`src/pilpe_pkg.sv`:
```
`timescale 1ns / 1ps
`default_nettype none
// ----------------------------------------------------------------------------
// PI loop with plant emulation: shared package
// Widths, datapath select codes, the control word and the microprogram.
// ----------------------------------------------------------------------------
package pilpe_pkg;

  // Fixed-point layout: signed Q8.24 values, unsigned Q0.24 time step.
  localparam int FRAC_W   = 24;
  localparam int Q_W      = 32;
  localparam int E_W      = 33;   // error and multiplier A operand
  localparam int MB_W     = 25;   // multiplier B operand
  localparam int P_W      = 58;   // E_W + MB_W
  localparam int ACC_W    = 68;   // holds any exact product sum of a tick
  localparam int RND_W    = 44;   // ACC_W - FRAC_W
  localparam int D_W      = 42;   // plant difference, up to the wide drive
  localparam int U_W      = 42;   // drive
  localparam int SUM_W    = 45;   // state plus rounded increment
  localparam int STEP_W   = 4;
  localparam int UC_STEPS = 11;
  localparam int CFG_IDX_W = 2;

  localparam logic signed [ACC_W-1:0] ACC_HALF = 68'sd8388608;
  localparam logic signed [SUM_W-1:0] Q_MAX_W  = 45'sd2147483647;
  localparam logic signed [SUM_W-1:0] Q_MIN_W  = -45'sd2147483648;

  // Configuration register indexes.
  typedef enum logic [CFG_IDX_W-1:0] {
    REG_KP = 2'd0,
    REG_KI = 2'd1,
    REG_DT = 2'd2
  } reg_idx_t;

  // Multiplier A operand.
  typedef enum logic [2:0] {
    A_E     = 3'd0,
    A_ISUM  = 3'd1,
    A_DFULL = 3'd2,
    A_DLO   = 3'd3,
    A_DHI   = 3'd4
  } a_sel_t;

  // Multiplier B operand.
  typedef enum logic [2:0] {
    B_DT   = 3'd0,
    B_KPLO = 3'd1,
    B_KPHI = 3'd2,
    B_KILO = 3'd3,
    B_KIHI = 3'd4
  } b_sel_t;

  // Accumulator operation on the registered product.
  typedef enum logic [1:0] {
    ACC_HOLD  = 2'd0,
    ACC_LOAD  = 2'd1,
    ACC_ADDSH = 2'd2
  } acc_op_t;

  // Write-back of the rounded accumulator.
  typedef enum logic [2:0] {
    WB_NONE = 3'd0,
    WB_ISUM = 3'd1,
    WB_U    = 3'd2,
    WB_D2   = 3'd3,
    WB_X1   = 3'd4,
    WB_X2   = 3'd5
  } wb_op_t;

  typedef struct packed {
    a_sel_t  a_sel;
    b_sel_t  b_sel;
    acc_op_t acc_op;
    wb_op_t  wb_op;
    logic    last;
  } ucode_t;

  typedef struct packed {
    logic   start;
    logic   clear;
    ucode_t uc;
  } dp_ctl_t;

  typedef struct packed {
    logic signed [Q_W-1:0] y;
    logic                  sat;
  } dp_res_t;

  localparam ucode_t UC_NOP = '{A_E, B_DT, ACC_HOLD, WB_NONE, 1'b0};

  // Microprogram. A product is formed in the step that selects it, taken
  // into the accumulator one step later and written back the step after.
  function automatic ucode_t ucode_rom(input logic [STEP_W-1:0] step);
    ucode_t w;
    case (step)
      4'd0:    w = '{A_E,     B_DT,   ACC_HOLD,  WB_NONE, 1'b0}; // e*dt
      4'd1:    w = '{A_E,     B_KPLO, ACC_LOAD,  WB_NONE, 1'b0}; // Kp low * e
      4'd2:    w = '{A_E,     B_KPHI, ACC_LOAD,  WB_ISUM, 1'b0}; // Kp high * e
      4'd3:    w = '{A_ISUM,  B_KILO, ACC_ADDSH, WB_NONE, 1'b0}; // Ki low * I
      4'd4:    w = '{A_ISUM,  B_KIHI, ACC_LOAD,  WB_U,    1'b0}; // Ki high * I
      4'd5:    w = '{A_DFULL, B_DT,   ACC_ADDSH, WB_NONE, 1'b0}; // d1*dt
      4'd6:    w = '{A_E,     B_DT,   ACC_LOAD,  WB_D2,   1'b0};
      4'd7:    w = '{A_DLO,   B_DT,   ACC_HOLD,  WB_X1,   1'b0}; // d2 low * dt
      4'd8:    w = '{A_DHI,   B_DT,   ACC_LOAD,  WB_NONE, 1'b0}; // d2 high * dt
      4'd9:    w = '{A_E,     B_DT,   ACC_ADDSH, WB_NONE, 1'b0};
      4'd10:   w = '{A_E,     B_DT,   ACC_HOLD,  WB_X2,   1'b1};
      default: w = UC_NOP;
    endcase
    return w;
  endfunction

endpackage
`default_nettype wire

```
`src/pi_loop_with_plant_emulation.sv`:
```
`timescale 1ns / 1ps
`default_nettype none
// ----------------------------------------------------------------------------
// PI loop with plant emulation
// Each item advances a PI controller and a second-order plant by one
// forward-Euler step and returns the plant output from before the step.
// ----------------------------------------------------------------------------
// The 11-step microprogram drives a single shared multiplier through eight
// products per tick; a new item is taken only in idle, once the previous
// tick's program has finished.
// The next item is taken while a finished result waits in the output register.
// Reset clears the loop state to zero and loads the default gains and time step.
module pi_loop_with_plant_emulation
  import pilpe_pkg::*;
(
  input  wire logic                 clk,
  input  wire logic                 rst,
  // Input items.
  input  wire logic                 s_tvalid,
  output logic                      s_tready,
  input  wire logic [31:0]          s_tdata,   // [31:0] reference
  input  wire logic [0:0]           s_tuser,   // [0] clear
  // Result items.
  output logic                      m_tvalid,
  input  wire logic                 m_tready,
  output logic [31:0]               m_tdata,   // [31:0] plant_output
  output logic [0:0]                m_tuser,   // [0] saturated
  // Configuration writes.
  input  wire logic                 cfg_valid,
  output logic                      cfg_ready,
  input  wire logic [CFG_IDX_W-1:0] cfg_index,
  input  wire logic [31:0]          cfg_data
);

  typedef enum logic [1:0] {
    ST_IDLE = 2'b01,
    ST_RUN  = 2'b10
  } state_t;

  state_t                state;
  logic [STEP_W-1:0]     step;
  logic signed [Q_W-1:0] proportional_gain;
  logic signed [Q_W-1:0] integral_gain;
  logic [FRAC_W-1:0]     time_step;

  ucode_t                uc;
  logic                  stall;
  logic                  advance_last;
  dp_ctl_t               ctl;
  dp_res_t               res;

  // Configuration registers.
  assign cfg_ready = 1'b1;

  always_ff @(posedge clk) begin
    if (rst) begin
      proportional_gain <= 32'sd67108864;
      integral_gain     <= 32'sd50331648;
      time_step         <= 24'd16777;
    end else if (cfg_valid && cfg_ready) begin
      case (cfg_index)
        REG_KP:  proportional_gain <= cfg_data;
        REG_KI:  integral_gain     <= cfg_data;
        REG_DT:  time_step         <= cfg_data[FRAC_W-1:0];
        default: time_step         <= time_step;
      endcase
    end
  end

  // Sequencer: step counter over the microprogram, with a conditional
  // jump back to idle once the output register is free.
  assign uc           = ucode_rom(step);
  assign stall        = uc.last && m_tvalid && !m_tready;
  assign advance_last = (state == ST_RUN) && uc.last && !stall;
  assign s_tready     = (state == ST_IDLE);

  always_comb begin
    ctl.start = s_tvalid && s_tready;
    ctl.clear = s_tuser[0];
    ctl.uc    = ((state == ST_RUN) && !stall) ? uc : UC_NOP;
  end

  always_ff @(posedge clk) begin
    if (rst) begin
      state <= ST_IDLE;
      step  <= '0;
    end else begin
      case (state)
        ST_IDLE: begin
          step <= '0;
          if (s_tvalid && s_tready) begin
            state <= ST_RUN;
          end
        end
        ST_RUN: begin
          if (advance_last) begin
            state <= ST_IDLE;
            step  <= '0;
          end else if (!stall) begin
            step <= step + 1'b1;
          end
        end
        default: begin
          state <= ST_IDLE;
          step  <= '0;
        end
      endcase
    end
  end

  pilpe_datapath u_datapath (
    .clk               (clk),
    .rst               (rst),
    .ctl               (ctl),
    .reference         (s_tdata),
    .proportional_gain (proportional_gain),
    .integral_gain     (integral_gain),
    .time_step         (time_step),
    .res               (res)
  );

  // Output register.
  always_ff @(posedge clk) begin
    if (rst) begin
      m_tvalid <= 1'b0;
    end else if (advance_last) begin
      m_tvalid <= 1'b1;
    end else if (m_tready) begin
      m_tvalid <= 1'b0;
    end
  end

  always_ff @(posedge clk) begin
    if (advance_last) begin
      m_tdata <= res.y;
      m_tuser <= res.sat;
    end
  end

  // Checks on the sequencer.
  a_start: assert property (@(posedge clk) disable iff (rst)
    (s_tvalid && s_tready) |=> (state == ST_RUN && step == '0))
    else $error("item taken without starting the program");

  a_step_range: assert property (@(posedge clk) disable iff (rst)
    (state == ST_RUN) |-> (step < STEP_W'(UC_STEPS)))
    else $error("step counter ran past the program");

  a_hold_last: assert property (@(posedge clk) disable iff (rst)
    (state == ST_RUN && stall) |=> (state == ST_RUN && $stable(step)))
    else $error("program left its last step while the output was full");

  a_valid_source: assert property (@(posedge clk) disable iff (rst)
    $rose(m_tvalid) |-> $past(advance_last))
    else $error("result offered without the program finishing");

  a_no_overlap: assert property (@(posedge clk) disable iff (rst)
    (state == ST_RUN) |-> !s_tready)
    else $error("input taken while a tick is running");

endmodule
`default_nettype wire

```
`src/pilpe_datapath.sv`:
```
`timescale 1ns / 1ps
`default_nettype none
// ----------------------------------------------------------------------------
// PI loop datapath
// One shared 33 x 25 multiplier, a product register, a wide accumulator
// with rounding, and the loop state with saturating write-back.
// ----------------------------------------------------------------------------
module pilpe_datapath
  import pilpe_pkg::*;
(
  input  wire logic                  clk,
  input  wire logic                  rst,
  input  wire dp_ctl_t               ctl,
  input  wire logic signed [Q_W-1:0] reference,
  input  wire logic signed [Q_W-1:0] proportional_gain,
  input  wire logic signed [Q_W-1:0] integral_gain,
  input  wire logic [FRAC_W-1:0]     time_step,
  output dp_res_t                    res
);

  logic signed [Q_W-1:0]   isum;
  logic signed [Q_W-1:0]   x1;
  logic signed [Q_W-1:0]   x2;
  logic signed [Q_W-1:0]   y;
  logic signed [E_W-1:0]   e;
  logic signed [D_W-1:0]   d;
  logic signed [U_W-1:0]   u;
  logic signed [P_W-1:0]   p;
  logic signed [ACC_W-1:0] acc;
  logic                    sat;

  logic signed [E_W-1:0]   a_op;
  logic signed [MB_W-1:0]  b_op;
  logic signed [P_W-1:0]   prod;
  logic signed [ACC_W-1:0] acc_r;
  logic signed [RND_W-1:0] rnd;
  logic signed [Q_W-1:0]   st_sel;
  logic signed [SUM_W-1:0] st_sum;
  logic                    st_ovf;
  logic signed [Q_W-1:0]   st_clip;
  logic signed [D_W+3:0]   d2_full;

  // Operand selection for the shared multiplier.
  always_comb begin
    case (ctl.uc.a_sel)
      A_E:     a_op = e;
      A_ISUM:  a_op = {isum[Q_W-1], isum};
      A_DFULL: a_op = d[E_W-1:0];
      A_DLO:   a_op = {{(E_W-FRAC_W){1'b0}}, d[FRAC_W-1:0]};
      A_DHI:   a_op = {{(E_W-D_W+FRAC_W){d[D_W-1]}}, d[D_W-1:FRAC_W]};
      default: a_op = e;
    endcase
    case (ctl.uc.b_sel)
      B_DT:    b_op = {1'b0, time_step};
      B_KPLO:  b_op = {1'b0, proportional_gain[FRAC_W-1:0]};
      B_KPHI:  b_op = {{(MB_W-Q_W+FRAC_W){proportional_gain[Q_W-1]}},
                       proportional_gain[Q_W-1:FRAC_W]};
      B_KILO:  b_op = {1'b0, integral_gain[FRAC_W-1:0]};
      B_KIHI:  b_op = {{(MB_W-Q_W+FRAC_W){integral_gain[Q_W-1]}},
                       integral_gain[Q_W-1:FRAC_W]};
      default: b_op = {1'b0, time_step};
    endcase
  end

  assign prod = a_op * b_op;

  // Round half up: add half an LSB, then drop the fraction bits.
  assign acc_r = acc + ACC_HALF;
  assign rnd   = acc_r[ACC_W-1:FRAC_W];

  // Saturating update of the selected state value.
  always_comb begin
    case (ctl.uc.wb_op)
      WB_ISUM: st_sel = isum;
      WB_X1:   st_sel = x1;
      WB_X2:   st_sel = x2;
      default: st_sel = isum;
    endcase
    st_sum = {{(SUM_W-Q_W){st_sel[Q_W-1]}}, st_sel} + {rnd[RND_W-1], rnd};
    st_ovf = 1'b0;
    st_clip = st_sum[Q_W-1:0];
    if (st_sum > Q_MAX_W) begin
      st_ovf  = 1'b1;
      st_clip = Q_MAX_W[Q_W-1:0];
    end else if (st_sum < Q_MIN_W) begin
      st_ovf  = 1'b1;
      st_clip = Q_MIN_W[Q_W-1:0];
    end
  end

  // Drive minus the old second plant state.
  assign d2_full = {{4{u[U_W-1]}}, u} + {{(D_W+4-RND_W){rnd[RND_W-1]}}, rnd}
                 - {{(D_W+4-Q_W){x2[Q_W-1]}}, x2};

  // Product register and accumulator.
  always_ff @(posedge clk) begin
    p <= prod;
    case (ctl.uc.acc_op)
      ACC_LOAD:  acc <= {{(ACC_W-P_W){p[P_W-1]}}, p};
      ACC_ADDSH: acc <= acc + {p[ACC_W-FRAC_W-1:0], {FRAC_W{1'b0}}};
      default:   acc <= acc;
    endcase
  end

  // Per-tick operands, captured when an item is taken or written back by the program.
  always_ff @(posedge clk) begin
    if (ctl.start) begin
      if (ctl.clear) begin
        y <= '0;
        e <= {reference[Q_W-1], reference};
        d <= '0;
      end else begin
        y <= x1;
        e <= {reference[Q_W-1], reference} - {x1[Q_W-1], x1};
        d <= {{(D_W-E_W){1'b0}}, {(E_W){1'b0}}}
             + {{(D_W-Q_W){x2[Q_W-1]}}, x2} - {{(D_W-Q_W){x1[Q_W-1]}}, x1};
      end
    end else if (ctl.uc.wb_op == WB_D2) begin
      d <= d2_full[D_W-1:0];
    end
    if (ctl.uc.wb_op == WB_U) begin
      u <= rnd[U_W-1:0];
    end
  end

  // Loop state and the saturation flag of the running tick.
  always_ff @(posedge clk) begin
    if (rst) begin
      isum <= '0;
      x1   <= '0;
      x2   <= '0;
      sat  <= 1'b0;
    end else if (ctl.start) begin
      sat <= 1'b0;
      if (ctl.clear) begin
        isum <= '0;
        x1   <= '0;
        x2   <= '0;
      end
    end else begin
      case (ctl.uc.wb_op)
        WB_ISUM: begin
          isum <= st_clip;
          sat  <= sat | st_ovf;
        end
        WB_X1: begin
          x1  <= st_clip;
          sat <= sat | st_ovf;
        end
        WB_X2: begin
          x2  <= st_clip;
          sat <= sat | st_ovf;
        end
        default: sat <= sat;
      endcase
    end
  end

  // The flag includes a clip in the step that ends the program.
  always_comb begin
    res.y   = y;
    res.sat = sat | (((ctl.uc.wb_op == WB_ISUM) || (ctl.uc.wb_op == WB_X1) ||
                      (ctl.uc.wb_op == WB_X2)) && st_ovf);
  end

endmodule
`default_nettype wire

```
`config.mk`:
```
export PLATFORM = sky130hd
export DESIGN_NAME = pi_loop_with_plant_emulation
export DESIGN_NICKNAME = d
export VERILOG_FILES = /design/src/pilpe_pkg.sv /design/src/pi_loop_with_plant_emulation.sv /design/src/pilpe_datapath.sv
export SDC_FILE = /design/constraint.sdc
export NUM_CORES = 2
export LEC_CHECK = 0
export BUFFER_PORTS_ARGS = -buffer_cell sky130_fd_sc_hd__buf_2
export CORE_ASPECT_RATIO = 1.2
export CORE_UTILIZATION = 34
export DETAILED_ROUTE_END_ITERATION = 10
export GPL_ROUTABILITY_DRIVEN = 1
export SYNTH_ARGS = -nofsm -noshare
export SYNTH_HDL_FRONTEND = slang
export SYNTH_HIERARCHICAL = 1
export SYNTH_SLANG_ARGS = --single-unit
```
`constraint.sdc`:
```
create_clock -name clk -period 13.1 [get_ports clk]
set_input_delay 1.31 -clock clk [delete_from_list [all_inputs] [get_ports clk]]
set_output_delay 1.31 -clock clk [all_outputs]
set_load 0.05 [all_outputs]
```
==> impl_metrics.prom <==
# TYPE chip_impl_metric gauge
chip_impl_info{name="run_status",value="finished clean"} 1
chip_impl_metric{name="final_nets",unit=""} 7931
chip_impl_info{name="timing.hold.worst_endpoint",value="m_tdata[12]$_DFFE_PP_"} 1
chip_impl_metric{name="cts_resized",unit=""} 0
chip_impl_metric{name="final.period_utilization",unit="%"} 88.81
chip_impl_metric{name="vias_per_cell",unit=""} 5.358
chip_impl_metric{name="total_i_o_pin_count",unit=""} 108
chip_impl_metric{name="drcViolationCount",unit=""} 0
chip_impl_metric{name="syn-cell-area",unit="um^2"} 59530
chip_impl_metric{name="arrival",unit="ns"} 12.24
chip_impl_metric{name="final_layout_size_suffix_gt1_share",unit="%"} 7.054
chip_impl_metric{name="routabilityCongestion",unit=""} 0.9848
chip_impl_metric{name="numCtsBuffers",unit=""} 58
chip_impl_info{name="worst_setup_path_start_kind",value="input pin"} 1
chip_impl_metric{name="p_leak",unit="nW"} 28.36
chip_impl_metric{name="worst_ir_drop_vdd",unit="mV"} 0.2613
chip_impl_metric{name="initial_antenna_violation_count",unit=""} 4
chip_impl_metric{name="slew_viol_final",unit=""} 0
chip_impl_metric{name="multiInputGateArea",unit="um^2"} 42880
chip_impl_metric{name="detail_route.wirelength",unit="mm"} 199.8
chip_impl_metric{name="grt_first_pass_wirelength",unit="mm"} 306.7
chip_impl_metric{name="ctsHtreeMaxLevel",unit=""} 2
chip_impl_info{name="slowest_stage",value="nor2b_1"} 1
chip_impl_metric{name="drt_pre_antenna_iters",unit=""} 6
chip_impl_metric{name="area.sequential",unit="um^2"} 12060
chip_impl_metric{name="post_cts_buffers",unit=""} 0
chip_impl_metric{name="floorplan.rows",unit=""} 167
chip_impl_metric{name="routed-via-count",unit=""} 47930
chip_impl_metric{name="floorplan.die_area",unit="um^2"} 176800
chip_impl_info{name="final_common_cell",value="inv_1"} 1
chip_impl_info{name="hp-start",value="u_datapath/y[12]$_DFFE_PP_"} 1
chip_impl_metric{name="post_drt_wl_per_cell",unit="um"} 22.33
chip_impl_metric{name="post_cts_hold_buffer_count",unit=""} 0
chip_impl_info{name="critPathCaptureType",value="register"} 1
chip_impl_metric{name="fin_setup_tns",unit="ns"} 0
chip_impl_info{name="cts.root.buffer_cell",value="clkbuf_16"} 1
chip_impl_metric{name="port_buffers",unit=""} 106
chip_impl_metric{name="fillerInstances",unit=""} 17340
chip_impl_metric{name="core_area",unit="um^2"} 173200
chip_impl_metric{name="x_dimension_of_the_die",unit="um"} 384.0
chip_impl_metric{name="clock_sink_count",unit=""} 489
chip_impl_metric{name="critical_path_peak_fanout",unit=""} 23
chip_impl_metric{name="fp.dieH",unit="um"} 460.4
chip_impl_metric{name="worstRegToRegCells",unit=""} 33
chip_impl_metric{name="clock_tree.buffer_depth",unit=""} 3
chip_impl_metric{name="clk-insertion-delay-late",unit="ns"} 0.71
chip_impl_metric{name="fin_skew",unit="ns"} 0.09235
chip_impl_metric{name="placed_cells",unit=""} 8835
chip_impl_metric{name="grt_start_max_net_pins",unit=""} 99
chip_impl_metric{name="reg2reg_setup_slack",unit="ns"} 1.78
chip_impl_metric{name="final_hold_viol_count",unit=""} 0
chip_impl_info{name="hp-class",value="reg -> reg"} 1
chip_impl_metric{name="drt_first_iter_violations",unit=""} 3537
chip_impl_metric{name="cts.clk_slew.worst_paths",unit="ns"} 0.06
chip_impl_metric{name="grt_overflow",unit=""} 0
chip_impl_metric{name="grt_pass1_vias",unit=""} 49890
chip_impl_info{name="crit-reg2reg-capture",value="u_datapath/p[46]$_DFF_P_"} 1
chip_impl_metric{name="start_util",unit="%"} 34.37
chip_impl_metric{name="antenna_left",unit=""} 0
chip_impl_info{name="grt_setup_unrepaired",value="false"} 1
chip_impl_metric{name="synth_warnings",unit=""} 6
chip_impl_metric{name="net_count_after_synthesis",unit=""} 7946
chip_impl_info{name="timing_worst_setup_path_type",value="in -> reg"} 1
chip_impl_metric{name="timing.hold.worst_path_depth",unit=""} 0
chip_impl_metric{name="crit_required",unit="ns"} 13.70
chip_impl_metric{name="timing.max_cap.violations",unit=""} 0
chip_impl_metric{name="detailed_placement_hpwl",unit="mm"} 166.3
chip_impl_info{name="final_cell_mix",value="inv_1 (970), fa_1 (887), nand2_1 (812)"} 1
chip_impl_metric{name="post_layout_nonfiller_instances",unit=""} 8946
chip_impl_metric{name="achievable-frequency",unit="MHz"} 85.95
chip_impl_metric{name="syn2layout_area_growth",unit="%"} 8.968
chip_impl_metric{name="setup_violations",unit=""} 0
chip_impl_info{name="worstReg2RegStart",value="uc[0]$_SDFF_PN0_"} 1
chip_impl_metric{name="finalCoreUtilization",unit="%"} 37.45
chip_impl_metric{name="timing.critical_path.slowest_cell_delay",unit="ns"} 0.82
chip_impl_metric{name="groute.usage.overall",unit="%"} 22.79
chip_impl_metric{name="finalCriticalPeriod",unit="ns"} 11.63
chip_impl_info{name="cts_tree",value="yes"} 1
chip_impl_metric{name="syn_avg_cell_area",unit="um^2"} 8.980
chip_impl_metric{name="slew_headroom",unit="%"} 10.42
chip_impl_metric{name="power-per-cell-area",unit="nW/um^2"} 224.3
chip_impl_metric{name="synthCells",unit=""} 6629
chip_impl_metric{name="max_slew.worst_pin.slew",unit="ns"} 1.306
chip_impl_info{name="critical-path-top-cell-by-count",value="fa_1"} 1
-- sequential cells by signal, indices dropped and copies added (netlist names), 12 cells and up --
name               cells
u_datapath/x2         32
u_datapath/x1         32
u_datapath/isum       32
u_datapath/y          32
u_datapath/e          33
uc                    12
u_datapath/p          58
u_datapath/acc        45
proportional_gain     32
time_step             24
u_datapath/d          42
m_tdata               32
integral_gain         32
u_datapath/u          42
-- per-stage QoR --
step | hold WS [ns] | total power (W) | instance area, um^2 | setup slack, ns
after floorplan | 0.4003 | 0.009785 | 59530 | 2.303
after global placement | 0.4086 | 0.01274 | 62950 | 0.9589
after detailed placement | 0.4045 | 0.01270 | 62950 | 0.8812
after CTS | 0.4139 | 0.01454 | 64860 | 1.535
after global routing | 0.4245 | 0.01591 | 64870 | 0.7957
final | 0.4117 | 0.01455 | 64870 | 1.466
-- critical path: cells and delay by family --
kind                       cells  cell delay (ns)
and+or+nand+nor                6             2.13
buffers and inverters          7             0.97
adders and majority gates      8             3.94
AOI/OAI and AO/OA             13             3.84
-- layout make-up --
class,count,area share (%)
diodes,2,0.007715
inverters,973,5.634
multi-input cells,4858,66.10
flip-flops and latches,489,18.59
clock buffers,78,2.513
well taps,2281,4.400
clock inverters,31,0.4398
repair buffers,234,2.313
-- worst max path at each step --
stage / to / slack [ns] / from / cells after the start
2_1_floorplan: u_datapath/p[46]$_DFF_P_ / 2.30 / m_tready / 36
3_3_place_gp: u_datapath/p[46]$_DFF_P_ / 0.96 / m_tready / 34
3_5_place_dp: u_datapath/p[46]$_DFF_P_ / 0.88 / m_tready / 32
4_1_cts: u_datapath/p[46]$_DFF_P_ / 1.54 / m_tready / 32
5_1_grt: u_datapath/p[46]$_DFF_P_ / 0.80 / m_tready / 34
6_report: u_datapath/p[46]$_DFF_P_ / 1.47 / m_tready / 34
-- routing by layer --
metal / global-route usage (%) / up-vias / part of all wire, %
met5: 0 / - / 0
met4: 12.35 / 0 / 6.1
met3: 2.952 / 422 / 6.0
met2: 37.47 / 1685 / 47
met1: 28.94 / 24180 / 41
li1: - / 21650 / -
-- where the power goes --
| group | switching, W | total (W) | internal (W) |
|---|---|---|---|
| registers | 0.000129 | 0.00205 | 0.00192 |
| logic | 0.00649 | 0.0109 | 0.00438 |
| clock network | 0.000708 | 0.00163 | 0.000921 |
| total | 0.00733 | 0.0146 | 0.00722 |
Power figures use the tool's default switching activity.
